### src/hdl/ncc_ws_pkg.sv
// Shared types, constants and arithmetic helpers for the correlation score block.
// No dependencies; the interfaces and every module import this package.
`default_nettype none

package ncc_ws_pkg;

  localparam int PIX_W     = 32;
  localparam int SUM_W     = 24;
  localparam int DOT_W     = 18;
  localparam int PROD_W    = 2 * SUM_W;
  localparam int SCORE_W   = 17;
  localparam int FRAC_BITS = 16;
  localparam int CNT_W     = $clog2(FRAC_BITS);

  localparam logic [SUM_W-1:0]   SUM_MAX   = {SUM_W{1'b1}};
  localparam logic [SCORE_W-1:0] SCORE_ONE = SCORE_W'(1 << FRAC_BITS);

  // Running sums of one window
  typedef struct packed {
    logic [SUM_W-1:0] cross_sum;
    logic [SUM_W-1:0] match_energy;
    logic [SUM_W-1:0] template_energy;
  } sums_t;

  // Back-end sequencer states
  typedef enum logic [2:0] {
    BK_IDLE,
    BK_MUL,
    BK_CHK,
    BK_DIV,
    BK_OUT
  } back_state_t;

  // Four-lane unsigned byte dot product
  function automatic logic [DOT_W-1:0] dot4(input logic [PIX_W-1:0] a,
                                            input logic [PIX_W-1:0] b);
    logic [DOT_W-1:0] acc;
    logic [15:0]      prod;
    acc = '0;
    for (int lane = 0; lane < 4; lane++) begin
      prod = {8'd0, a[lane*8 +: 8]} * {8'd0, b[lane*8 +: 8]};
      acc  = acc + DOT_W'(prod);
    end
    return acc;
  endfunction

  // Add a term to a sum, saturating at the top of the sum range
  function automatic logic [SUM_W-1:0] sat_add(input logic [SUM_W-1:0] sum,
                                               input logic [DOT_W-1:0] term);
    logic [SUM_W:0] s;
    s = {1'b0, sum} + (SUM_W+1)'(term);
    return s[SUM_W] ? SUM_MAX : s[SUM_W-1:0];
  endfunction

  // Full-width product of two sums
  function automatic logic [PROD_W-1:0] prod_sum(input logic [SUM_W-1:0] a,
                                                 input logic [SUM_W-1:0] b);
    logic [PROD_W-1:0] p;
    p = {{SUM_W{1'b0}}, a} * {{SUM_W{1'b0}}, b};
    return p;
  endfunction

endpackage

`default_nettype wire

### src/hdl/ncc_ws_if.sv
// Valid/ready channel interfaces for the pixel word input and the score output.
// Depends on ncc_ws_pkg for field widths.
`default_nettype none

interface ncc_ws_in_if import ncc_ws_pkg::*; ();
  logic             valid;
  logic             ready;
  logic [PIX_W-1:0] template_pixels;
  logic [PIX_W-1:0] match_pixels;
  logic             last_word;

  modport source (output valid, template_pixels, match_pixels, last_word, input ready);
  modport sink   (input valid, template_pixels, match_pixels, last_word, output ready);
endinterface


`default_nettype wire

### src/hdl/ncc_ws_accum.sv
// Front end: accepts pixel words and accumulates the three window sums.
// Depends on ncc_ws_pkg and ncc_ws_in_if; hands finished windows to the queue.
`default_nettype none

module ncc_ws_accum import ncc_ws_pkg::*; (
  input  wire logic  clk,
  input  wire logic  rst_n,
  ncc_ws_in_if.sink  in_ch,
  output logic       push_valid,
  output sums_t      push_data,
  input  wire logic  push_ready
);

  sums_t sums_r, sums_nxt, sums_add;
  logic  accept;

  // Take a word whenever the queue has room for a finished window
  assign in_ch.ready = push_ready;
  assign accept      = in_ch.valid && push_ready;

  // Add this word's dot products into the running sums
  always_comb begin
    sums_add.cross_sum       = sat_add(sums_r.cross_sum,
                                       dot4(in_ch.template_pixels, in_ch.match_pixels));
    sums_add.match_energy    = sat_add(sums_r.match_energy,
                                       dot4(in_ch.match_pixels, in_ch.match_pixels));
    sums_add.template_energy = sat_add(sums_r.template_energy,
                                       dot4(in_ch.template_pixels, in_ch.template_pixels));
  end

  // Hand the completed sums over on the last word of a window
  assign push_valid = in_ch.valid && in_ch.last_word;
  assign push_data  = sums_add;

  // Advance on every accepted word, clear after the last one
  always_comb begin
    sums_nxt = sums_r;
    if (accept) begin
      sums_nxt = in_ch.last_word ? '0 : sums_add;
    end
  end

  always_ff @(posedge clk) begin
    if (!rst_n) begin
      sums_r <= '0;
    end else begin
      sums_r <= sums_nxt;
    end
  end

endmodule

`default_nettype wire

### src/flat_wrapper.sv
// flat-port wrapper written by rule: the top's interface ports become plain ports
module ncc_ws_accum_flat import ncc_ws_pkg::*;
  (clk, rst_n, push_valid, push_data, push_ready, in_ch_valid, in_ch_template_pixels, in_ch_match_pixels, in_ch_last_word, in_ch_ready);
  ncc_ws_in_if in_ch_i ();
  input  wire logic clk;
  input  wire logic rst_n;
  output logic push_valid;
  output sums_t push_data;
  input  wire logic push_ready;
  input wire logic [$bits(in_ch_i.valid)-1:0] in_ch_valid;
  input wire logic [$bits(in_ch_i.template_pixels)-1:0] in_ch_template_pixels;
  input wire logic [$bits(in_ch_i.match_pixels)-1:0] in_ch_match_pixels;
  input wire logic [$bits(in_ch_i.last_word)-1:0] in_ch_last_word;
  output wire logic [$bits(in_ch_i.ready)-1:0] in_ch_ready;
  assign in_ch_i.valid = in_ch_valid;
  assign in_ch_i.template_pixels = in_ch_template_pixels;
  assign in_ch_i.match_pixels = in_ch_match_pixels;
  assign in_ch_i.last_word = in_ch_last_word;
  assign in_ch_ready = in_ch_i.ready;
  ncc_ws_accum u_core (.clk(clk), .rst_n(rst_n), .in_ch(in_ch_i), .push_valid(push_valid), .push_data(push_data), .push_ready(push_ready));
endmodule
### config.mk
export PLATFORM = sky130hd
export DESIGN_NAME = ncc_ws_accum_flat
export DESIGN_NICKNAME = d
export VERILOG_FILES = /design/src/hdl/ncc_ws_pkg.sv /design/src/hdl/ncc_ws_if.sv /design/src/hdl/ncc_ws_accum.sv /design/src/flat_wrapper.sv
export SDC_FILE = /design/constraint.sdc
export NUM_CORES = 2
export LEC_CHECK = 0
export ABC_CLOCK_PERIOD_IN_PS = 12800
export BUFFER_PORTS_ARGS = -buffer_cell sky130_fd_sc_hd__buf_2
export CAP_MARGIN = 20
export CORE_UTILIZATION = 40
export DETAILED_ROUTE_END_ITERATION = 6
export HOLD_SLACK_MARGIN = 0.06
export PLACE_DENSITY = 0.6
export RECOVER_POWER = 50
export SYNTH_ARGS = -nofsm -noshare
export SYNTH_HDL_FRONTEND = slang
export SYNTH_SLANG_ARGS = --single-unit
### constraint.sdc
create_clock -name clk -period 12.8 [get_ports clk]
set_input_delay 1.28 -clock clk [delete_from_list [all_inputs] [get_ports clk]]
set_output_delay 1.28 -clock clk [all_outputs]
set_load 0.02 [all_outputs]
# ---- Word-level counts from Yosys, hierarchy flattened
# Cells that the tools add are included.
dict set report classes {
  mul 12
  reduce_logical 2
  muxes 4
  n_addsub 12
}
# operator count
set ops {}
lappend ops {{multiplier 8 x 8 -> 16 bit} 12}
lappend ops {{adder 18 x 16 -> 18 bit} 6}
lappend ops {{adder 24 x 18 -> 25 bit} 3}
lappend ops {{2-to-1 mux 24 bit} 3}
lappend ops {{2-to-1 mux 72 bit} 1}
lappend ops {{adder 16 x 16 -> 17 bit} 3}
lappend ops {{logical AND 1 bit} 2}
dict set report word_totals {
  regBits 72
  word_cells 33
  out_inout_bits 74
}

# ---- Depth between registers and ports, before layout
dict set report logic_depth {
  depth_word 7
  depth_mapped 44
}

# ---- Worst setup path before layout
# No wires, ideal clock.
dict set report synth_path {
  kind {input port to output port}
  startpoint {input port in_ch_match_pixels[3]}
  endpoint {output port push_data[47] (netlist name)}
  arrival_time_ns 10.677
  required_time_ns 11.520
  cell_stages 40
  setup_slack_ns 0.843
  cell_sequence {clkbuf_1 > and2_1 > fa_1 > inv_1 > fa_1 > inv_1 > fa_1 > fa_1 > fa_1 > inv_1 > fa_1 > inv_1 > ha_1 > or2_2 > o22a_1 > o31ai_1 > xnor2_1 > ha_1 > [4 not listed] > inv_1 > ha_1 > and2_1 > a22oi_1 > a31oi_1 > a21o_1 > a21oi_1 > xnor2_1 > ha_1 > clkbuf_1 > nand4_1 > a2111oi_2 > o211ai_2 > or2_1 > buf_2 > buf_6 > nand2_1 > mux2_2}
}
# item line
set synth_rtl {}
lappend synth_rtl {{start, declared} flat_wrapper.sv:12} ;# input wire logic [$bits(in_ch_i.match_pixels)-1:0] in_ch_match_pixels;
lappend synth_rtl {{end, declared} flat_wrapper.sv:8} ;# output sums_t push_data;

==> flow_metrics.py <==
metrics = {
    "outcome": {
        "status": "completed",
    },
    "finish": {
        "flip_flop_count_of_the_largest_register_after_layout": 72,
        "mostFrequentLayoutCell": "inv_1",
        "most-common-layout-cells": "inv_1, fa_1, ha_1, and2_1, nand2_1",
        "antenna_cells_inserted": 0,
        "reg_top3": "u_core.sums_r: 72 flops",
        "largest-register": "u_core.sums_r",
        "postLayoutCoreUtil_pct": 44.1,
        "nNetsFinal": 4520,
        "drive_above_1_share_pct": 8.59,
        "area_occupied_by_multi_input_gates_um2": 25400,
        "fill_cell_total_of_the_finished_layout": 7213,
        "seqCellArea_um2": 1440,
        "synthToLayoutAreaGrowth_pct": 8.39,
    },
    "critical_path": {
        "data_arrival_at_the_endpoint_of_the_critical_path_ps": 11140,
        "timing.critical_path.from_type": "input pin",
        "critPathRequiredTime_ps": 11520,
        "timing.setup.critical_path_class": "in2out",
        "critical_path.startpoint": "in_ch_template_pixels[11]",
        "timing.reg2reg.setup_slack_ps": 9530,
        "crit-reg2reg-capture": "u_core.sums_r[5]$_SDFFE_PN0P_",
        "crit_path_max_fanout": 10,
        "endpoint_kind": "primary output",
        "critPathCapture": "push_data[23]",
        "critical_path.reg2reg.startpoint": "u_core.sums_r[0]$_SDFFE_PN0P_",
        "slowest_stage": "fa_1",
        "timing.critical_path.slowest_cell_delay_ps": 570,
        "critical-path-top-cell-by-count": "fa_1",
        "worstRegToRegCells": 11,
    },
    "min_path": {
        "hold_path.class": "reg2reg",
    },
    "floorplanning": {
        "floorplan_die_area_um2": 75800,
        "design.core.area_um2": 73500,
        "placementRows": 99,
        "die_height_um": 275,
        "floorplan.io_pins": 143,
        "effective_utilization_at_floorplan_pct": 40.7,
        "die-width_um": 275,
    },
    "clocking": {
        "cts_tree": "yes",
        "htree_levels": 3,
        "clock_sink_count": 72,
        "ctsLongestPathBuffers": 2,
        "cts.clk_slew.worst_paths_ps": 60,
        "numCtsBuffers": 9,
        "ctsHoldBuffers": 0,
        "insertion_delay_ps": 360,
        "ctsRootBufferMaster": "clkbuf_16",
    },
    "grt": {
        "antenna_violations_before_repair": 5,
        "gr-total-overflow": 0,
        "grt_start_max_net_pins": 63,
        "gr-usage-all-layers_pct": 19.6,
        "first_pass_grt_wire_length_mm": 118,
        "first_global_vias": 22700,
    },
    "placement": {
        "gpl_wtd_cong": 0.895,
        "placement.io_buffers": 142,
        "hpwlAfterDp_mm": 61.8,
    },
    "drt": {
        "num_vias": 22100,
        "drc_viols": 0,
        "detail_route.wirelength_mm": 72.9,
        "firstDrtPassIters": 5,
        "vias_per_cell": 5.00,
        "drt-initial-drc-count": 927,
        "antenna_violating_nets_post_route": 0,
        "wire_per_inst_um": 16.4,
    },
    "sta": {
        "worst_slew_pin_slew_ps": 1050,
        "slew_violations": 0,
        "final-setup-viol-count": 0,
        "final.setup_skew_ps": 9.99,
        "unrepaired_setup_endpoints_after_global_routing": "true",
        "final.min_clock_period_ps": 12420,
        "max_freq_mhz": 80.5,
        "finalCritPeriodShare_pct": 97.0,
        "headroom_to_the_max_slew_limit_pct": 29.6,
        "hold_violations": 0,
    },
    "logic_synthesis": {
        "synth_enable_flop_cells": 0,
        "synth_ff_type": "dfxtp_1",
        "yosys_register_bits": 72,
        "synth.largest_area_cell": "fa_1",
        "yosysWarningCount": 0,
        "post_synth_instance_area_um2": 29900,
        "synth.lib_cells_used.distinct": 71,
        "syn_inst": 3362,
        "synth_area_leaders": "fa_1, ha_1, inv_1",
        "ys_async_sr_fraction_pct": 0,
        "syn_nets": 4416,
        "syn-mean-instance-area_um2": 8.89,
        "synthDominantCellAreaShare_pct": 36.8,
        "synth-seq-area-share_pct": 4.82,
    },
    "flow_run": {
        "maxCapViolations": 0,
    },
}
[worst min-delay path by stage]
stage                                    from                        endpoint  slack [ps]  cells after the start
3_3_place_gp   u_core.sums_r[35]$_SDFFE_PN0P_  u_core.sums_r[35]$_SDFFE_PN0P_         470                      1
6_report       u_core.sums_r[35]$_SDFFE_PN0P_  u_core.sums_r[35]$_SDFFE_PN0P_         480                      1
5_1_grt         u_core.sums_r[4]$_SDFFE_PN0P_   u_core.sums_r[4]$_SDFFE_PN0P_         490                      1
3_5_place_dp   u_core.sums_r[30]$_SDFFE_PN0P_  u_core.sums_r[30]$_SDFFE_PN0P_         460                      1
2_1_floorplan   u_core.sums_r[0]$_SDFFE_PN0P_   u_core.sums_r[0]$_SDFFE_PN0P_         450                      1
4_1_cts        u_core.sums_r[36]$_SDFFE_PN0P_  u_core.sums_r[36]$_SDFFE_PN0P_         480                      1
[cell type report]
class / instances / share of cell area (%)
inverters: 765 / 8.88
clock inverters: 6 / 0.209
clock buffers: 10 / 0.707
well taps: 959 / 3.70
multi-input cells: 2420 / 78.4
flip-flops and latches: 72 / 4.45
repair buffers: 198 / 3.62
[logic make-up after synthesis]
logic type,count (synthesis),share of synthesized area (%)
DFF,72,4.82
and+or+nand+nor,835,14.4
xor gates and xnor gates,150,4.40
AOI/OAI and AO/OA,441,10.0
buffers and inverters,870,11.0
adders and majority gates,985,55.0
muxes,9,0.314
[worst max-delay path, delay by kind of cell]
kind | cells | cell delay, ps
AND/OR/NAND/NOR | 7 | 1200
buffers and inverters | 9 | 1030
XOR/XNOR | 2 | 320
AO/OA/AOI/OAI | 10 | 1910
adder cells (fa/ha/maj) | 13 | 5370
[per-stage QoR]
stage	std cells	instance area [um^2]	setup slack, ps	TNS, ps	hold slack, ps
2_1_floorplan	3362	29900	843	0	449
3_3_place_gp	4397	31700	123	0	466
3_5_place_dp	4397	31700	-23.6	-23.6	463
4_1_cts	4413	32000	33.5	0	485
5_1_grt	4430	32400	-67.6	-145	492
6_report	4430	32400	385	0	479
[routing by layer]
metal	GRT usage, %	part of all wire [%]	vias up
met5	0	0.10	-
met4	2.94	1.1	10
met3	1.95	3.6	59
met2	33.9	49	351
met1	26.9	46	11000
li1	-	-	10700
[repair_timing]
item                                    4_1_cts  5_1_grt
cloned                                        0        0
setup buffers                                 0       17
resized for setup                             2       71
endpoints found under the setup margin        1       72
pin swaps                                     0       20
[synthesized netlist by cell type, types with 8 or more instances]
| library cell | number |
|---|---|
| or3_1 | 11 |
| xor2_1 | 54 |
| nand4_1 | 13 |
| inv_1 | 765 |
| and3_1 | 31 |
| fa_1 | 549 |
| nand2_1 | 250 |
| dfxtp_1 | 72 |
| o21bai_1 | 17 |
| o21a_1 | 21 |
| xnor2_1 | 96 |
| nor3_1 | 32 |
| nor2_1 | 93 |
| o21ai_0 | 80 |
| ha_1 | 436 |
| a22o_1 | 56 |
| a21oi_1 | 103 |
| nand2b_1 | 10 |
| a31oi_1 | 19 |
| nor2b_1 | 35 |
| a21o_1 | 44 |
| or2_2 | 23 |
| a211oi_1 | 16 |
| o21ai_1 | 8 |
| clkbuf_1 | 97 |
| and2_1 | 295 |
| nand3_1 | 28 |
Power is not shown: default switching activity piles up to over one toggle a cycle in this logic, so the estimate is an artifact.
