===== src/hdl/ncc_ws_pkg.sv =====
// Shared types, constants and arithmetic helpers for the correlation score block.
// No dependencies; the interfaces and every module import this package.
`default_nettype none

package ncc_ws_pkg;

  localparam int PIX_W     = 32;
  localparam int SUM_W     = 24;
  localparam int DOT_W     = 18;
  localparam int PROD_W    = 2 * SUM_W;
  localparam int SCORE_W   = 17;
  localparam int FRAC_BITS = 16;
  localparam int CNT_W     = $clog2(FRAC_BITS);

  localparam logic [SUM_W-1:0]   SUM_MAX   = {SUM_W{1'b1}};
  localparam logic [SCORE_W-1:0] SCORE_ONE = SCORE_W'(1 << FRAC_BITS);

  // Running sums of one window
  typedef struct packed {
    logic [SUM_W-1:0] cross_sum;
    logic [SUM_W-1:0] match_energy;
    logic [SUM_W-1:0] template_energy;
  } sums_t;

  // Back-end sequencer states
  typedef enum logic [2:0] {
    BK_IDLE,
    BK_MUL,
    BK_CHK,
    BK_DIV,
    BK_OUT
  } back_state_t;

  // Four-lane unsigned byte dot product
  function automatic logic [DOT_W-1:0] dot4(input logic [PIX_W-1:0] a,
                                            input logic [PIX_W-1:0] b);
    logic [DOT_W-1:0] acc;
    logic [15:0]      prod;
    acc = '0;
    for (int lane = 0; lane < 4; lane++) begin
      prod = {8'd0, a[lane*8 +: 8]} * {8'd0, b[lane*8 +: 8]};
      acc  = acc + DOT_W'(prod);
    end
    return acc;
  endfunction

  // Add a term to a sum, saturating at the top of the sum range
  function automatic logic [SUM_W-1:0] sat_add(input logic [SUM_W-1:0] sum,
                                               input logic [DOT_W-1:0] term);
    logic [SUM_W:0] s;
    s = {1'b0, sum} + (SUM_W+1)'(term);
    return s[SUM_W] ? SUM_MAX : s[SUM_W-1:0];
  endfunction

  // Full-width product of two sums
  function automatic logic [PROD_W-1:0] prod_sum(input logic [SUM_W-1:0] a,
                                                 input logic [SUM_W-1:0] b);
    logic [PROD_W-1:0] p;
    p = {{SUM_W{1'b0}}, a} * {{SUM_W{1'b0}}, b};
    return p;
  endfunction

endpackage

`default_nettype wire


===== src/hdl/ncc_ws_divide.sv =====
// Back end: squares and multiplies the sums, then divides one quotient bit per cycle.
// Depends on ncc_ws_pkg; drives the score output register.
`default_nettype none

module ncc_ws_divide import ncc_ws_pkg::*; (
  input  wire logic        clk,
  input  wire logic        rst_n,
  input  wire logic        pop_valid,
  input  wire sums_t       pop_data,
  output logic             pop_ready,
  output logic             res_valid,
  input  wire logic        res_ready,
  output logic [SCORE_W-1:0] res_score,
  output logic             res_zero
);

  back_state_t        state_r, state_nxt;
  sums_t              sums_r;
  logic [PROD_W-1:0]  num_r, den_r, rem_r;
  logic               zero_r;
  logic [SCORE_W-1:0] quo_r, score_r;
  logic               flag_r;
  logic [CNT_W-1:0]   cnt_r;

  logic               over, ge_one, step_ge;
  logic [PROD_W:0]    rem2, rem2_sub;
  logic [SCORE_W-1:0] quo_step;

  // Divider datapath: overflow test, first bit and one restoring step
  always_comb begin
    over     = {1'b0, num_r} >= {den_r, 1'b0};
    ge_one   = num_r >= den_r;
    rem2     = {rem_r, 1'b0};
    step_ge  = rem2 >= {1'b0, den_r};
    rem2_sub = rem2 - {1'b0, den_r};
    quo_step = {quo_r[SCORE_W-2:0], step_ge};
  end

  // Next state
  always_comb begin
    state_nxt = state_r;
    case (state_r)
      BK_IDLE: if (pop_valid) state_nxt = BK_MUL;
      BK_MUL:  state_nxt = BK_CHK;
      BK_CHK:  state_nxt = (zero_r || over) ? BK_OUT : BK_DIV;
      BK_DIV:  if (cnt_r == '0) state_nxt = BK_OUT;
      BK_OUT:  if (res_ready) state_nxt = BK_IDLE;
      default: state_nxt = BK_IDLE;
    endcase
  end

  // Outputs
  always_comb begin
    pop_ready = 1'b0;
    res_valid = 1'b0;
    case (state_r)
      BK_IDLE: pop_ready = 1'b1;
      BK_OUT:  res_valid = 1'b1;
      default: begin
        pop_ready = 1'b0;
        res_valid = 1'b0;
      end
    endcase
  end

  assign res_score = score_r;
  assign res_zero  = flag_r;

  always_ff @(posedge clk) begin
    if (!rst_n) begin
      state_r <= BK_IDLE;
    end else begin
      state_r <= state_nxt;
    end
  end

  // Datapath registers
  always_ff @(posedge clk) begin
    case (state_r)
      BK_IDLE: begin
        if (pop_valid) begin
          sums_r <= pop_data;
        end
      end
      BK_MUL: begin
        num_r  <= prod_sum(sums_r.cross_sum, sums_r.cross_sum);
        den_r  <= prod_sum(sums_r.match_energy, sums_r.template_energy);
        zero_r <= (sums_r.match_energy == '0) || (sums_r.template_energy == '0);
      end
      BK_CHK: begin
        // Zero energy gives a zero score; a quotient at or above two clamps to one; otherwise seed the integer bit
        flag_r <= zero_r;
        if (zero_r) begin
          score_r <= '0;
        end else if (over) begin
          score_r <= SCORE_ONE;
        end else begin
          quo_r <= SCORE_W'(ge_one);
          rem_r <= ge_one ? (num_r - den_r) : num_r;
          cnt_r <= CNT_W'(FRAC_BITS - 1);
        end
      end
      BK_DIV: begin
        quo_r <= quo_step;
        rem_r <= step_ge ? rem2_sub[PROD_W-1:0] : rem2[PROD_W-1:0];
        cnt_r <= cnt_r - CNT_W'(1);
        if (cnt_r == '0) begin
          score_r <= (quo_step > SCORE_ONE) ? SCORE_ONE : quo_step;
        end
      end
      default: begin
      end
    endcase
  end

endmodule

`default_nettype wire


===== config.mk =====
export PLATFORM = sky130hd
export DESIGN_NAME = ncc_ws_divide
export DESIGN_NICKNAME = d
export VERILOG_FILES = /design/src/hdl/ncc_ws_pkg.sv /design/src/hdl/ncc_ws_divide.sv
export SDC_FILE = /design/constraint.sdc
export NUM_CORES = 2
export LEC_CHECK = 0
export BUFFER_PORTS_ARGS = -buffer_cell sky130_fd_sc_hd__buf_2
export CAP_MARGIN = 20
export CORE_MARGIN = 5
export CORE_UTILIZATION = 59
export CTS_BUF_LIST = sky130_fd_sc_hd__clkbuf_4 sky130_fd_sc_hd__clkbuf_8 sky130_fd_sc_hd__clkbuf_16
export DETAILED_ROUTE_END_ITERATION = 12
export GPL_ROUTABILITY_DRIVEN = 0
export PLACE_DENSITY = 0.84
export SYNTH_ARGS = -nofsm -noshare
export SYNTH_HDL_FRONTEND = slang
export SYNTH_SLANG_ARGS = --single-unit
export TNS_END_PERCENT = 30

===== constraint.sdc =====
create_clock -name clk -period 12.3 [get_ports clk]
set_input_delay 3.69 -clock clk [delete_from_list [all_inputs] [get_ports clk]]
set_output_delay 3.69 -clock clk [all_outputs]
set_load 0.01 [all_outputs]

=== After elaboration in Yosys (flattened, before gate mapping) ===
Index checks and enable logic that the tools add are counted.

* Latch bits: 0
* ROM bits: 0
* Memories kept: 0
* Word-level logic and storage cells: 65
* Flip-flop bits (word level): 258
* Bits of input ports: 76
* Output and inout bits: 20
* Memory bits (writable): 0

* Shifts and indexed selects: 0
* Reduce and logical (&&, ||, !) cells: 11
* Multiply operators: 2
* $lt $le $gt $ge: 4
* Multiplexer cells: 23
* Bitwise operators: 0
* Eq/ne operators: 10
* Add/sub/neg operators: 3
* Div/mod/pow operators: 0

{| class="wikitable"
|+ Operator list
! cell !! number
|-
| 2-to-1 mux 48 bit || 4
|-
| multiplier 24 x 24 -> 48 bit || 2
|-
| one-hot mux 48 bit (2 select lines) || 1
|-
| subtractor 48 bit || 2
|-
| 2-to-1 mux 17 bit || 4
|-
| greater-or-equal comparator 48 x 49 -> 1 bit || 1
|-
| greater-or-equal comparator 49 x 48 -> 1 bit || 1
|-
| greater-or-equal comparator 48 bit || 1
|-
| zero test 24 bit || 2
|-
| one-hot mux 17 bit (2 select lines) || 1
|-
| 2-to-1 mux 16 bit || 2
|-
| one-hot mux 16 bit (2 select lines) || 1
|-
| greater-than comparator 17 bit (second input constant) || 1
|-
| one-hot mux 3 bit (5 select lines) || 1
|-
| 2-to-1 mux 3 bit || 4
|-
| != test 2 bit (second input constant) || 5
|-
| AND reduction 3 bit || 3
|-
| 2-to-1 mux 4 bit || 2
|-
| one-hot mux 4 bit (2 select lines) || 1
|-
| == test 3 x 2 -> 1 bit (second input constant) || 2
|-
| zero test 4 bit || 1
|-
| subtractor 4 x 1 -> 4 bit (second input constant) || 1
|-
| == test 3 x 1 -> 1 bit (second input constant) || 1
|-
| == test 3 bit (second input constant) || 1
|-
| other kinds (6) || 8
|}

=== Depth between registers and ports, before layout ===
* Word-level depth: 5
* Depth in mapped cells: 29
* Gate-level depth less buffers: 28

=== Worst setup path after synthesis ===
No wires, ideal clock.

* Kind: input-to-reg
* From: in pop_valid
* To: reg sums_r[0] (netlist bit) (enable)
* Stages: 1
* Required time: 11.595 ns
* Setup slack: 0.620 ns
* Data arrival time: 10.975 ns
* Library setup time: 0.705 ns
* Path through: nor4b_1

* Cells in the longest elaborated chain, start to end: 1

{| class="wikitable"
|+ RTL lines
! element !! RTL line !! text
|-
| start, declared || ncc_ws_divide.sv:8 || <nowiki>input wire logic pop_valid,</nowiki>
|-
| AND reduction 2 bit (no source line) || -- ||
|-
| end signal, assigned || ncc_ws_divide.sv:82 || <nowiki>sums_r <= pop_data;</nowiki>
|-
| end, declared || ncc_ws_divide.sv:18 || <nowiki>sums_t sums_r;</nowiki>
|}

No other way between the ends.
A chain may end at the register's enable or synchronous reset.

=== Worst setup path in the final report ===
* From: reg sums_r[62] (netlist bit)
* To: reg num_r[42] (data pin)

* Cells in the longest elaborated chain, start to end: 1

{| class="wikitable"
|+ RTL lines
! element !! RTL line !! text
|-
| multiplier 24 x 24 -> 48 bit || ncc_ws_pkg.sv:59 || <nowiki>p = {{SUM_W{1'b0}}, a} * {{SUM_W{1'b0}}, b};</nowiki>
|-
| end signal, assigned || ncc_ws_divide.sv:86 || <nowiki>num_r <= prod_sum(sums_r.cross_sum, sums_r.cross_sum);</nowiki>
|-
| end, declared || ncc_ws_divide.sv:19 || <nowiki>logic [PROD_W-1:0] num_r, den_r, rem_r;</nowiki>
|}

No other way between the ends.

==> flow_summary.yaml <==
route:
  firstDrtPassIters: 5
  drt_wl_total_um: 118000
  num_vias: 37800
  wl_per_cell_um: 18.0
  viasPerCell: 5.76
  ant_nets: 0
  drt_iter0_markers: 2653
  drc: 0
setup_path:
  critPathMaxStageDelay_ps: 990
  critPathKind: "reg -> reg"
  start_kind: "flop"
  cp-startpoint: "sums_r[62]$_DFFE_PP_"
  arrival_ps: 8640
  path_max_fanout: 25
  worstSetupEndpointType: "flop"
  cpMaxStageDelayCell: "edfxtp_1"
  r2r_slack_ps: 3990
  path_delay_family: "adder cells"
  r2r_start: "sums_r[62]$_DFFE_PP_"
  crit_buf_inv: 7
  critPathRequiredTime_ps: 12620
cts:
  post_cts_resized: 0
  tritoncts: "built"
  cts-hold-fix-buffers: 0
  cts.path.max_buffers: 3
  clkLatencyLatePin_ps: 580
  clkTransAtPathRegs_ps: 60
  cts.sinks: 257
  clock_tree.root_cell: "clkbuf_16"
  post_cts.repair.setup_buffers: 0
  htreeDepth: 2
  numCtsBuffers: 35
timing:
  skew_ps: 33.3
  period_share_pct: 67.6
  setup_slack_ps: 3990
  setup_violations: 0
  setup_tns_ps: 0
  period_needed_ps: 8310
  grt_setup_unrepaired: "no"
  slew_headroom_pct: 19.0
  hold_viol_final: 0
  max_freq_mhz: 120
  worstMarginPinSlew_ps: 1210
  final-max-slew-violation-count: 0
synthesis:
  synth-seq-cells: 257
  synth.avg_cell_area_sq_um: 9.40
  yosysSeqAreaShare_pct: 15.1
  synth_cell_types: 92
  syn_area_sq_mm: 0.0510
  ys.warnings.count: 0
  ys.flop_type: "edfxtp_1"
  synth_edf_count: 254
  syn_inst: 5425
  syn_nets: 6903
  synthArstFlopShare_pct: 0
layout:
  diodes: 0
  fin_cells: 6550
  final_common_cell: "inv_1"
  layout_common_cells: "1225 x inv_1, 904 x fa_1, 584 x nand2_1"
  drive_gt1_share_pct: 4.53
  nets: 6858
  synthToLayoutAreaGrowth_pct: 4.96
  nFillCells: 6648
global_routing:
  grt_max_degree: 83
  overflow: 0
  grt_use_total_pct: 26.1
  grt_pass1_wl_um: 200000
  first_global_vias: 41400
  antenna_found_initial: 1
min_path:
  hp-start: "quo_r[14]$_SDFFCE_PN0P_"
  hp-class: "reg -> reg"
placement:
  port_buffers: 95
  placed_cells: 6487
  dp_hpwl_um: 92200
  dp_slack_ps: 4100
floorplanning:
  num_rows: 107
  die_x_um: 304
  core_area_sq_mm: 0.0854
  die_y_um: 304
  dieArea_sq_mm: 0.0924
  start_util_pct: 59.7
  io_pins: 96
status:
  status: "completed"
flow_run:
  maxCapViolCount: 0
## path summary, 6_finish.rpt
kind | endpoint | depth (start not counted)
setup / recovery | num_r[42]$_DFFE_PP_ | 27
hold / removal | res_score[15]$_SDFFCE_PN0P_ | 1
hold reg to reg | res_score[15]$_SDFFCE_PN0P_ | 1
setup reg to reg | num_r[42]$_DFFE_PP_ | 27
## synthesized netlist by cell type, drive strengths merged (27+ instances only)
cell type | number | area share, %
a211oi | 51 | 0.79
a21o | 120 | 1.8
a21oi | 239 | 2.4
and2 | 421 | 5.2
and3 | 39 | 0.48
clkbuf | 196 | 1.4
edfxtp | 254 | 15
fa | 904 | 35
ha | 498 | 12
inv | 1225 | 9.0
nand2 | 585 | 4.3
nand3 | 53 | 0.55
nand4 | 36 | 0.44
nor2 | 156 | 1.1
o21ai | 123 | 1.2
o21bai | 27 | 0.40
xnor2 | 117 | 2.0
xor2 | 63 | 1.1
## layer usage
metal / vias to the layer above / share of wire, % / track usage (%)
li1: 16900 / - / -
met1: 18900 / 38 / 32.2
met2: 1567 / 50 / 45.9
met3: 449 / 7.5 / 4.33
met4: 0 / 4.5 / 10.5
met5: - / 0 / 0
## flip-flops by register name, indices dropped and copies added (netlist names)
register and cells:
sums_r 72, den_r 48, rem_r 48, num_r 47, res_score 17, quo_r 16
cnt_r 4, state_r 3, res_zero 1, zero_r 1
## layout make-up
class | count | area, sq um | share of cell area (%)
clock inverter | 20 | 199 | 0.372
clock buffer | 43 | 942 | 1.76
sequential | 257 | 7690 | 14.4
tap | 1144 | 1430 | 2.68
inverter | 1225 | 4600 | 8.59
multi-input combinational | 3726 | 37900 | 70.8
timing repair buffer | 135 | 776 | 1.45
## metrics by stage
stage	area, sq um	hold WS, ps	util, %
global placement	52400	557	61.3
CTS	53500	576	62.6
global route	53500	606	62.6
detailed placement	52400	562	61.3
finish	53500	577	62.6
floorplan	51000	452	-
## logic make-up after synthesis
family,count (synthesis),share of synthesized area [%]
compound gates,711,9.24
mux,26,0.513
buf+inv,1442,10.7
xor+xnor,180,3.09
flops,257,15.1
simple gates,1407,13.7
fa+ha+maj,1402,47.7
## worst reg2reg max path: stages (launching register included)
cell and delay (ps):
edfxtp_1 990, nand2_1 270, fa_1 590, inv_1 60, fa_1 530, inv_1 50
fa_1 560, inv_1 70, fa_1 500, inv_1 50, fa_1 530, inv_1 50
fa_1 470, inv_1 40, fa_1 470, inv_1 40, ha_1 350, and4_1 210
and3_1 200, o2111ai_1 100, nand3_1 180, o211ai_1 350, a41oi_1 270, o41a_1 460
a31oi_2 300, o21bai_1 90, a21oi_1 170, xnor2_1 80
Power is not shown: default switching activity piles up to over one toggle a cycle in this logic, so the estimate is an artifact.
