## src/hdl/ncc_ws_pkg.sv

```systemverilog
// Shared types, constants and arithmetic helpers for the correlation score block.
// No dependencies; the interfaces and every module import this package.
`default_nettype none

package ncc_ws_pkg;

  localparam int PIX_W     = 32;
  localparam int SUM_W     = 24;
  localparam int DOT_W     = 18;
  localparam int PROD_W    = 2 * SUM_W;
  localparam int SCORE_W   = 17;
  localparam int FRAC_BITS = 16;
  localparam int CNT_W     = $clog2(FRAC_BITS);

  localparam logic [SUM_W-1:0]   SUM_MAX   = {SUM_W{1'b1}};
  localparam logic [SCORE_W-1:0] SCORE_ONE = SCORE_W'(1 << FRAC_BITS);

  // Running sums of one window
  typedef struct packed {
    logic [SUM_W-1:0] cross_sum;
    logic [SUM_W-1:0] match_energy;
    logic [SUM_W-1:0] template_energy;
  } sums_t;

  // Back-end sequencer states
  typedef enum logic [2:0] {
    BK_IDLE,
    BK_MUL,
    BK_CHK,
    BK_DIV,
    BK_OUT
  } back_state_t;

  // Four-lane unsigned byte dot product
  function automatic logic [DOT_W-1:0] dot4(input logic [PIX_W-1:0] a,
                                            input logic [PIX_W-1:0] b);
    logic [DOT_W-1:0] acc;
    logic [15:0]      prod;
    acc = '0;
    for (int lane = 0; lane < 4; lane++) begin
      prod = {8'd0, a[lane*8 +: 8]} * {8'd0, b[lane*8 +: 8]};
      acc  = acc + DOT_W'(prod);
    end
    return acc;
  endfunction

  // Add a term to a sum, saturating at the top of the sum range
  function automatic logic [SUM_W-1:0] sat_add(input logic [SUM_W-1:0] sum,
                                               input logic [DOT_W-1:0] term);
    logic [SUM_W:0] s;
    s = {1'b0, sum} + (SUM_W+1)'(term);
    return s[SUM_W] ? SUM_MAX : s[SUM_W-1:0];
  endfunction

  // Full-width product of two sums
  function automatic logic [PROD_W-1:0] prod_sum(input logic [SUM_W-1:0] a,
                                                 input logic [SUM_W-1:0] b);
    logic [PROD_W-1:0] p;
    p = {{SUM_W{1'b0}}, a} * {{SUM_W{1'b0}}, b};
    return p;
  endfunction

endpackage

`default_nettype wire

```

## src/hdl/ncc_ws_queue.sv

```systemverilog
// Short queue of finished window sums between front and back end.
// Depends on ncc_ws_pkg for the sums type.
`default_nettype none

module ncc_ws_queue import ncc_ws_pkg::*; #(
  parameter int DEPTH = 2
) (
  input  wire logic  clk,
  input  wire logic  rst_n,
  input  wire logic  push_valid,
  input  wire sums_t push_data,
  output logic       push_ready,
  output logic       pop_valid,
  output sums_t      pop_data,
  input  wire logic  pop_ready
);

  localparam int PTR_W = (DEPTH > 1) ? $clog2(DEPTH) : 1;
  localparam int CNT_W = $clog2(DEPTH + 1);

  sums_t            mem [DEPTH];
  logic [PTR_W-1:0] wr_ptr_r, wr_ptr_nxt;
  logic [PTR_W-1:0] rd_ptr_r, rd_ptr_nxt;
  logic [CNT_W-1:0] cnt_r, cnt_nxt;
  logic             push, pop;

  assign push_ready = (cnt_r != CNT_W'(DEPTH));
  assign pop_valid  = (cnt_r != '0);
  assign pop_data   = mem[rd_ptr_r];
  assign push       = push_valid && push_ready;
  assign pop        = pop_valid && pop_ready;

  // Advance pointers with wrap and track occupancy
  always_comb begin
    wr_ptr_nxt = wr_ptr_r;
    rd_ptr_nxt = rd_ptr_r;
    if (push) begin
      wr_ptr_nxt = (wr_ptr_r == PTR_W'(DEPTH - 1)) ? '0 : wr_ptr_r + PTR_W'(1);
    end
    if (pop) begin
      rd_ptr_nxt = (rd_ptr_r == PTR_W'(DEPTH - 1)) ? '0 : rd_ptr_r + PTR_W'(1);
    end
    cnt_nxt = cnt_r + CNT_W'(push) - CNT_W'(pop);
  end

  always_ff @(posedge clk) begin
    if (!rst_n) begin
      wr_ptr_r <= '0;
      rd_ptr_r <= '0;
      cnt_r    <= '0;
    end else begin
      wr_ptr_r <= wr_ptr_nxt;
      rd_ptr_r <= rd_ptr_nxt;
      cnt_r    <= cnt_nxt;
    end
  end

  // Store entries
  always_ff @(posedge clk) begin
    if (push) begin
      mem[wr_ptr_r] <= push_data;
    end
  end

endmodule

`default_nettype wire

```

## config.mk

```make
export PLATFORM = sky130hd
export DESIGN_NAME = ncc_ws_queue
export DESIGN_NICKNAME = d
export VERILOG_FILES = /design/src/hdl/ncc_ws_pkg.sv /design/src/hdl/ncc_ws_queue.sv
export SDC_FILE = /design/constraint.sdc
export NUM_CORES = 1
export LEC_CHECK = 0
export ABC_AREA = 0
export BUFFER_PORTS_ARGS = -buffer_cell sky130_fd_sc_hd__buf_2
export CAP_MARGIN = 15
export CORE_ASPECT_RATIO = 1.1
export CORE_MARGIN = 2
export CORE_UTILIZATION = 45
export DETAILED_ROUTE_END_ITERATION = 7
export PLACE_DENSITY = 0.69
export SYNTH_ARGS = -nofsm -noshare
export SYNTH_HDL_FRONTEND = slang
export SYNTH_SLANG_ARGS = --single-unit
```

## constraint.sdc

```tcl
create_clock -name clk -period 3.13 [get_ports clk]
set_clock_uncertainty 0.05 [all_clocks]
set_input_delay 0.1565 -clock clk [delete_from_list [all_inputs] [get_ports clk]]
set_output_delay 0.1565 -clock clk [all_outputs]
set_load 0.005 [all_outputs]
```

Word level (Yosys, flattened, before mapping)
Memory sizes are Yosys's and may differ from the RTL's. A register that Yosys moved wholly into a read port is not among the register bits.
Index checks and enable logic that the tools add are counted.
{"block": "word_totals", "regBits": 4, "mem_bits_rw": 144, "inputBits": 76, "out_inout_bits": 74, "wordCells": 18, "memories": 1}
{"memory": "mem", "depth": 2, "word_bits": 72, "rd": 1, "rd_clocked_by_memory_dff": 1, "write_ports": 1, "line": "ncc_ws_queue.sv:21", "text": "sums_t mem [DEPTH];"}
{"block": "op_classes", "addsub": 4, "eq_ne": 1, "muxes": 6, "n_reduce_logical": 3}
{"cell": "$mux 1", "count": 6}
{"cell": "$add 1x1->1 const B", "count": 2}
{"cell": "$add 2x1->2", "count": 1}
{"cell": "$logic_and 1x1->1", "count": 2}
{"cell": "$ne 2x2->1 const B", "count": 1}
{"cell": "$reduce_bool 2->1", "count": 1}
{"cell": "$sub 2x1->2", "count": 1}

Depth between registers and ports, before layout
Gate-level depths: netlist of the first run.
{"block": "depth", "ltp_word": 4, "depth_mapped": 6, "mapped_depth_nobuf": 6}

Worst setup path before layout of the first run
OpenSTA, ideal clock, no wires.
{"block": "synth_timing", "path_type": "register -> register", "start": "register cnt_r[0]", "end": "memory mem[1][0] (netlist name) (enable)", "setup_ns": 0.438, "t_arrival_ns": 2.355, "t_required_ns": 2.642, "setup_slack_ns": 0.287, "path_stages_with_launch": 3, "path_buffers": 0, "synth_period_minus_slack_ns": 2.843, "path_cell_list": "dfxtp_1 > nand2b_1 > and3_1"}
{"block": "synth_via", "elab_chain_cells": 4}
{"element": "start: declaration", "line": "ncc_ws_queue.sv:24", "text": "logic [CNT_W-1:0] cnt_r, cnt_nxt;"}
{"element": "start signal: assignment", "line": "ncc_ws_queue.sv:54", "text": "cnt_r <= cnt_nxt;"}
{"element": "$ne 2x2->1", "line": "ncc_ws_queue.sv:27", "text": "assign push_ready = (cnt_r != CNT_W'(DEPTH));"}
{"element": "via push_ready", "line": "ncc_ws_queue.sv:12", "text": "output logic push_ready,"}
{"element": "$logic_and 1x1->1", "line": "ncc_ws_queue.sv:30", "text": "assign push = push_valid && push_ready;"}
{"element": "$mux 1", "line": "ncc_ws_queue.sv:60", "text": "if (push) begin"}
{"element": "$mux 1 (implied by the code)", "line": "ncc_ws_queue.sv:61", "text": "mem[wr_ptr_r] <= push_data;"}
{"element": "end: declaration", "line": "ncc_ws_queue.sv:21"}
The timed path passes the listed nets, and every way through them passes these cells.

==> results.py, run 1 <==
metrics = {
    "die": {
        "die_area_mm2": 0.0131,
        "ios": 150,
        "core_mm2": 0.0120,
        "rows": 42,
        "die_h_um": 120,
        "die_w_um": 109,
        "initial_core_util": 0.458,
    },
    "finish": {
        "num_antenna_cells": 0,
        "area_delta_synth_final_pct": 40.5,
        "postLayoutCoreUtil": 0.643,
        "final_common_cell": "buf_2",
        "drive_above_1_share": 0.365,
        "final_nets": 566,
        "layout_common_cells": "buf_2, edfxtp_1, dlygate4sd3_1, mux2_1, clkbuf_16",
        "fin_cells": 655,
    },
    "global_route": {
        "grt_use_total": 0.159,
        "grt_max_degree": 45,
        "overflow": 0,
        "antenna_found_initial": 0,
        "grt_pass1_wl_um": 15500,
        "grt_pass1_vias": 3283,
    },
    "placed_design": {
        "io_buffer_count": 149,
        "place_hpwl_um": 6040,
        "gp_congestion": 0.713,
        "place_inst": 551,
        "dpl_worst_slack_ns": 1.08,
    },
    "pwr": {
        "powerDensity_mw_per_mm2": 699,
        "irDropWorstVdd_mv": 0.347,
        "leakagePower_uw": 0.00294,
    },
    "setup_path": {
        "arrival_ns": 1.94,
        "cp_max_fo": 44,
        "path_class": "flip-flop to primary output",
        "crit_required_ns": 2.92,
        "r2r_slack_ns": 1.10,
        "end_kind": "primary output",
        "startpoint_type": "flip-flop",
    },
    "synth": {
        "ys_ff_latch": 149,
        "yosysWarnings": 0,
        "synth.avg_cell_area_um2": 21.7,
        "synthDistinctLibCells": 25,
        "syn-num-nets": 330,
        "synth_ff_type": "edfxtp_1",
        "async_flop_share": 0,
        "synth.cell_area_mm2": 0.00548,
        "seq_area_frac_synth": 0.807,
        "synth_edf_count": 144,
        "syn_inst": 253,
    },
    "timing": {
        "final_max_slew_viol_count": 0,
        "rsz0062_at_grt": "false",
        "fmax_mhz": 466,
        "final-hold-violation-count": 0,
        "finalCritPeriodShare": 0.686,
        "finalSetupTns_ns": 0,
        "finalCriticalPeriod_ns": 2.15,
        "slew_headroom": 0.555,
        "fin_ws_ns": 0.983,
        "setup_viol": 0,
        "tightest_slew_ns": 0.667,
    },
    "cts": {
        "cts_tree": "built",
        "insertion_delay_ns": 0.40,
        "cts_buffers": 17,
        "cts_resized": 0,
        "cts-root-buf": "clkbuf_16",
        "cts.clk_slew.worst_paths_ns": 0.06,
        "cts_htree_levels": 4,
        "cts.sinks": 149,
        "cts_buffer_depth": 2,
    },
    "detailed_routing": {
        "drt_iter0_markers": 95,
        "remaining_drc_errors": 0,
        "drt-vias-per-instance": 4.65,
        "wl_per_cell_um": 15.3,
        "first_pass_iters": 4,
        "num_vias": 3049,
        "antenna_left": 0,
        "routed_wl_um": 10000,
    },
    "min_path": {
        "hold_class": "primary input to flip-flop",
    },
    "run": {
        "cap_viol_max_count": 0,
    },
    "outcome": {
        "status": "finished, final reports clean",
    },
}
-- logic make-up after synthesis --
kind of cell / after synthesis / synth area share
muxes: 73 / 0.150
xor gates and xnor gates: 1 / 0.00160
AOI/OAI and AO/OA: 7 / 0.00981
DFF: 149 / 0.807
adders and majority gates: 1 / 0.00228
buffers and inverters: 9 / 0.0164
and+or+nand+nor: 13 / 0.0135
-- per-layer routing --
| metal | vias up | part of all wire | wire (µm) | global-route usage |
|---|---|---|---|---|
| met5 | - | 0 | 0 | 0 |
| met4 | 0 | 0.0086 | 86 | 0.0483 |
| met3 | 7 | 0.048 | 478 | 0.0489 |
| met2 | 94 | 0.53 | 5300 | 0.278 |
| met1 | 1474 | 0.41 | 4160 | 0.185 |
| li1 | 1474 | - | - | - |
-- cells in the mapped netlist, drive strengths merged (2+ instances only) --
cell type,n,area [µm²]
mux2,72,811
dfxtp,5,100
and2,3,18.8
buf,8,86.3
nor2,2,7.51
nand2b,2,12.5
a21bo,2,20.0
o21ai,2,10.0
edfxtp,144,4320
-- cell type report --
class	count	area (µm²)
flip-flops and latches	149	4430
fillers	866	4280
repair buffers	225	1540
multi-input cells	95	975
clock buffers	19	433
well taps	154	193
clock inverters	12	136
inverters	1	3.75
-- state kept, by name, summed over array words and instances, names as in the netlist, named ones only --
signal and cells:
cnt_r 2, mem 144, rd_ptr_r 1, wr_ptr_r 1
-- report_power, final --
group	internal [µW]	leakage, µW	total [µW]	switching (µW)
clock	1240	0.000277	1950	716
sequential	2430	0.00139	2540	117
combinational	486	0.00128	887	401
-- final timing paths --
check             startpoint      endpoint  cells past startpoint
hold reg to reg     wr_ptr_r      wr_ptr_r                      2
setup reg to reg    cnt_r[0]     mem[0][3]                      4
setup / recovery   flip-flop  pop_data[67]                      3
hold / removal    push_valid      wr_ptr_r                      3
-- worst max-delay path, stage by stage, from the launching register on --
cell and delay [ns]:
dfxtp_4 0.75, buf_12 0.28, mux2_1 0.36, buf_2 0.14
-- timing repair --
item | 4_1_cts | 5_1_grt
setup buffers | 0 | 0
hold endpoints to repair | 148 | 0
hold buffers | 73 | 0
-- per-stage QoR --
stage | hold slack, ns | instance area (µm²) | power [µW]
6_report | 0.0959 | 7700 | 5380
2_1_floorplan | 0.205 | 5480 | 3040
3_5_place_dp | 0.298 | 6400 | 3420
5_1_grt | 0.0980 | 7700 | 5640
3_3_place_gp | 0.296 | 6400 | 3390
4_1_cts | 0.0713 | 7700 | 5450
Power figures use the tool's default switching activity.
==> inputs of run 2 (changes only) <==
--- a/config.mk
+++ b/config.mk
@@ -5,7 +5,7 @@
 export SDC_FILE = /design/constraint.sdc
 export NUM_CORES = 1
 export LEC_CHECK = 0
-export ABC_AREA = 0
+export ABC_AREA = 1
 export BUFFER_PORTS_ARGS = -buffer_cell sky130_fd_sc_hd__buf_2
 export CAP_MARGIN = 15
 export CORE_ASPECT_RATIO = 1.1
==> constraint.sdc (replaced) <==
create_clock -name clk -period 2.2 [get_ports clk]
set_clock_uncertainty 0.05 [all_clocks]
set_input_delay 0.11 -clock clk [delete_from_list [all_inputs] [get_ports clk]]
set_output_delay 0.11 -clock clk [all_outputs]
set_load 0.005 [all_outputs]
==> run 2 against run 1 <==
Against the previous run: synthesized cell count is 2.8% higher; global-route usage is 0.47 points lower; sequential share of layout area is 2.3 points lower; utilization is 0.59 points lower; largest cell class unchanged.
==> results.py, run 2 <==
metrics = {
    "cts": {
        "cts.clk_slew.worst_paths_ns": 0.06,
        "cts.sinks": 149,
        "cts-root-buf": "clkbuf_16",
        "cts_buffer_depth": 2,
        "cts_buffers": 17,
        "insertion_delay_ns": 0.41,
        "cts_resized": 0,
        "cts_htree_levels": 4,
        "cts_tree": "built",
    },
    "detailed_routing": {
        "drt_iter0_markers": 100,
        "wl_per_cell_um": 15.9,
        "first_pass_iters": 4,
        "routed_wl_um": 10600,
        "remaining_drc_errors": 0,
        "drt-vias-per-instance": 4.66,
        "antenna_left": 0,
        "num_vias": 3118,
    },
    "global_route": {
        "grt_max_degree": 49,
        "overflow": 0,
        "grt_pass1_wl_um": 15800,
        "grt_use_total": 0.154,
        "grt_pass1_vias": 3235,
        "antenna_found_initial": 0,
    },
    "synth": {
        "synthTopCellsByArea": "edfxtp_1, mux2_4, buf_12",
        "ys_ff_latch": 149,
        "synth_commonest_cells": "edfxtp_1, mux2_4, nand2_1",
        "syn_inst": 260,
        "seq_area_frac_synth": 0.765,
        "synth_most_common_cell": "edfxtp_1",
        "async_flop_share": 0,
        "synth.cell_area_mm2": 0.00578,
        "synth.avg_cell_area_um2": 22.2,
        "synth_top_area_share": 0.748,
        "yosysTopAreaCell": "edfxtp_1",
        "synth_ff_type": "edfxtp_1",
        "yosysWarnings": 0,
        "synthDistinctLibCells": 14,
        "synth_edf_count": 144,
        "syn-num-nets": 337,
    },
    "min_path": {
        "hold_class": "primary input to flip-flop",
    },
    "pwr": {
        "irDropWorstVdd_mv": 0.632,
        "powerDensity_mw_per_mm2": 1080,
        "power.total_uw": 8680,
        "leakagePower_uw": 0.00320,
    },
    "die": {
        "die_w_um": 112,
        "die_h_um": 123,
        "initial_core_util": 0.459,
        "ios": 150,
        "core_mm2": 0.0126,
        "die_area_mm2": 0.0138,
        "rows": 43,
    },
    "timing": {
        "finalCriticalPeriod_ns": 1.78,
        "holdWs_ns": 0.0711,
        "final-hold-violation-count": 0,
        "slew_headroom": 0.737,
        "setup_viol": 0,
        "rsz0062_at_grt": "false",
        "fmax_mhz": 563,
        "tightest_slew_ns": 0.394,
        "finalCritPeriodShare": 0.808,
        "final_max_slew_viol_count": 0,
    },
    "setup_path": {
        "path_class": "flip-flop to primary output",
        "startpoint_type": "flip-flop",
        "cp_max_fo": 48,
        "arrival_ns": 1.62,
        "crit_required_ns": 2.04,
        "end_kind": "primary output",
    },
    "finish": {
        "layout_common_cells": "buf_2, edfxtp_1, dlygate4sd3_1, mux2_4, clkbuf_16",
        "fill_cells": 909,
        "drive_above_1_share": 0.508,
        "area_delta_synth_final_pct": 38.7,
        "final_common_cell": "buf_2",
        "largestRegisters": "mem x144, cnt_r x2",
        "largest_reg_flops": 144,
        "postLayoutCoreUtil": 0.637,
        "num_antenna_cells": 0,
        "top_register": "mem",
        "final_nets": 576,
    },
    "placed_design": {
        "gp_congestion": 0.682,
        "io_buffer_count": 149,
        "place_hpwl_um": 6470,
    },
    "outcome": {
        "status": "finished, final reports clean",
    },
    "run": {
        "cap_viol_max_count": 0,
    },
}
## run 2: changes by cell type in the layout (fill, tap and decap cells not counted), moves of 2 or more
cell        delta
mux2_4        +70
clkinvlp_4     +3
nor2_4         +2
a21bo_1        -2
clkinv_1       -3
and2_1         -3
buf_12         +2
mux2_1        -70
nor2_1         +4
inv_1          +7
nand2_1       +10
nand2b_1       -2
## run 2: where the power goes
part	total (µW)	switching (µW)	internal [µW]
clock network	2840	1070	1780
registers	3720	116	3600
logic	2120	934	1180
## run 2: layer usage
metal | track usage | wire, µm | vias up
li1 | - | - | 1483
met3 | 0.0431 | 445 | 22
met5 | 0 | 0 | -
met1 | 0.164 | 4130 | 1515
met4 | 0.0861 | 254 | 0
met2 | 0.277 | 5810 | 98
## run 2: worst max-delay path, cell delays in order (launching register included)
cell and delay [ns]:
dfxtp_4 0.37, buf_12 0.33, mux2_4 0.34, buf_2 0.13
## run 2: repair_timing
item	CTS	global route
hold buffers	73	0
setup buffers	0	0
setup endpoints to repair	0	0
hold endpoints to repair	149	0
## run 2: per-stage QoR
stage | area [µm²] | setup slack, ns | std cells | setup TNS, ns
after floorplan | 5790 | -0.788 | 260 | -112.81
after global placement | 6700 | 0.550 | 564 | 0
after detailed placement | 6700 | 0.460 | 564 | 0
after CTS | 8020 | 0.391 | 669 | 0
after global routing | 8020 | 0.347 | 669 | 0
final | 8020 | 0.423 | 669 | 0
## run 2: final cells by class
class / instances / area, µm² / share of cell area
flip-flops and latches: 149 / 4430 / 0.552
repair buffers: 228 / 1580 / 0.197
clock buffers: 19 / 433 / 0.0540
inverters: 7 / 26.3 / 0.00328
multi-input cells: 96 / 1200 / 0.149
well taps: 157 / 196 / 0.0245
clock inverters: 13 / 156 / 0.0195
## run 2: worst paths after layout
kind	startpoint	endpoint	slack, ns	depth (start not counted)
setup / recovery	flip-flop	pop_data[37]	0.42	3
hold / removal	pop_ready	flip-flop	0.07	5
setup reg to reg	cnt_r[0]	mem[0][32]	0.47	5
hold reg to reg	rd_ptr_r	flip-flop	0.46	2
## run 2: logic make-up after synthesis
kind of cell,Yosys count,synth area share
buf+inv,15,0.0307
xor+xnor,1,0.00151
simple gates,21,0.0143
fa+ha+maj,1,0.00216
compound gates,1,0.000864
mux,72,0.186
flops,149,0.765
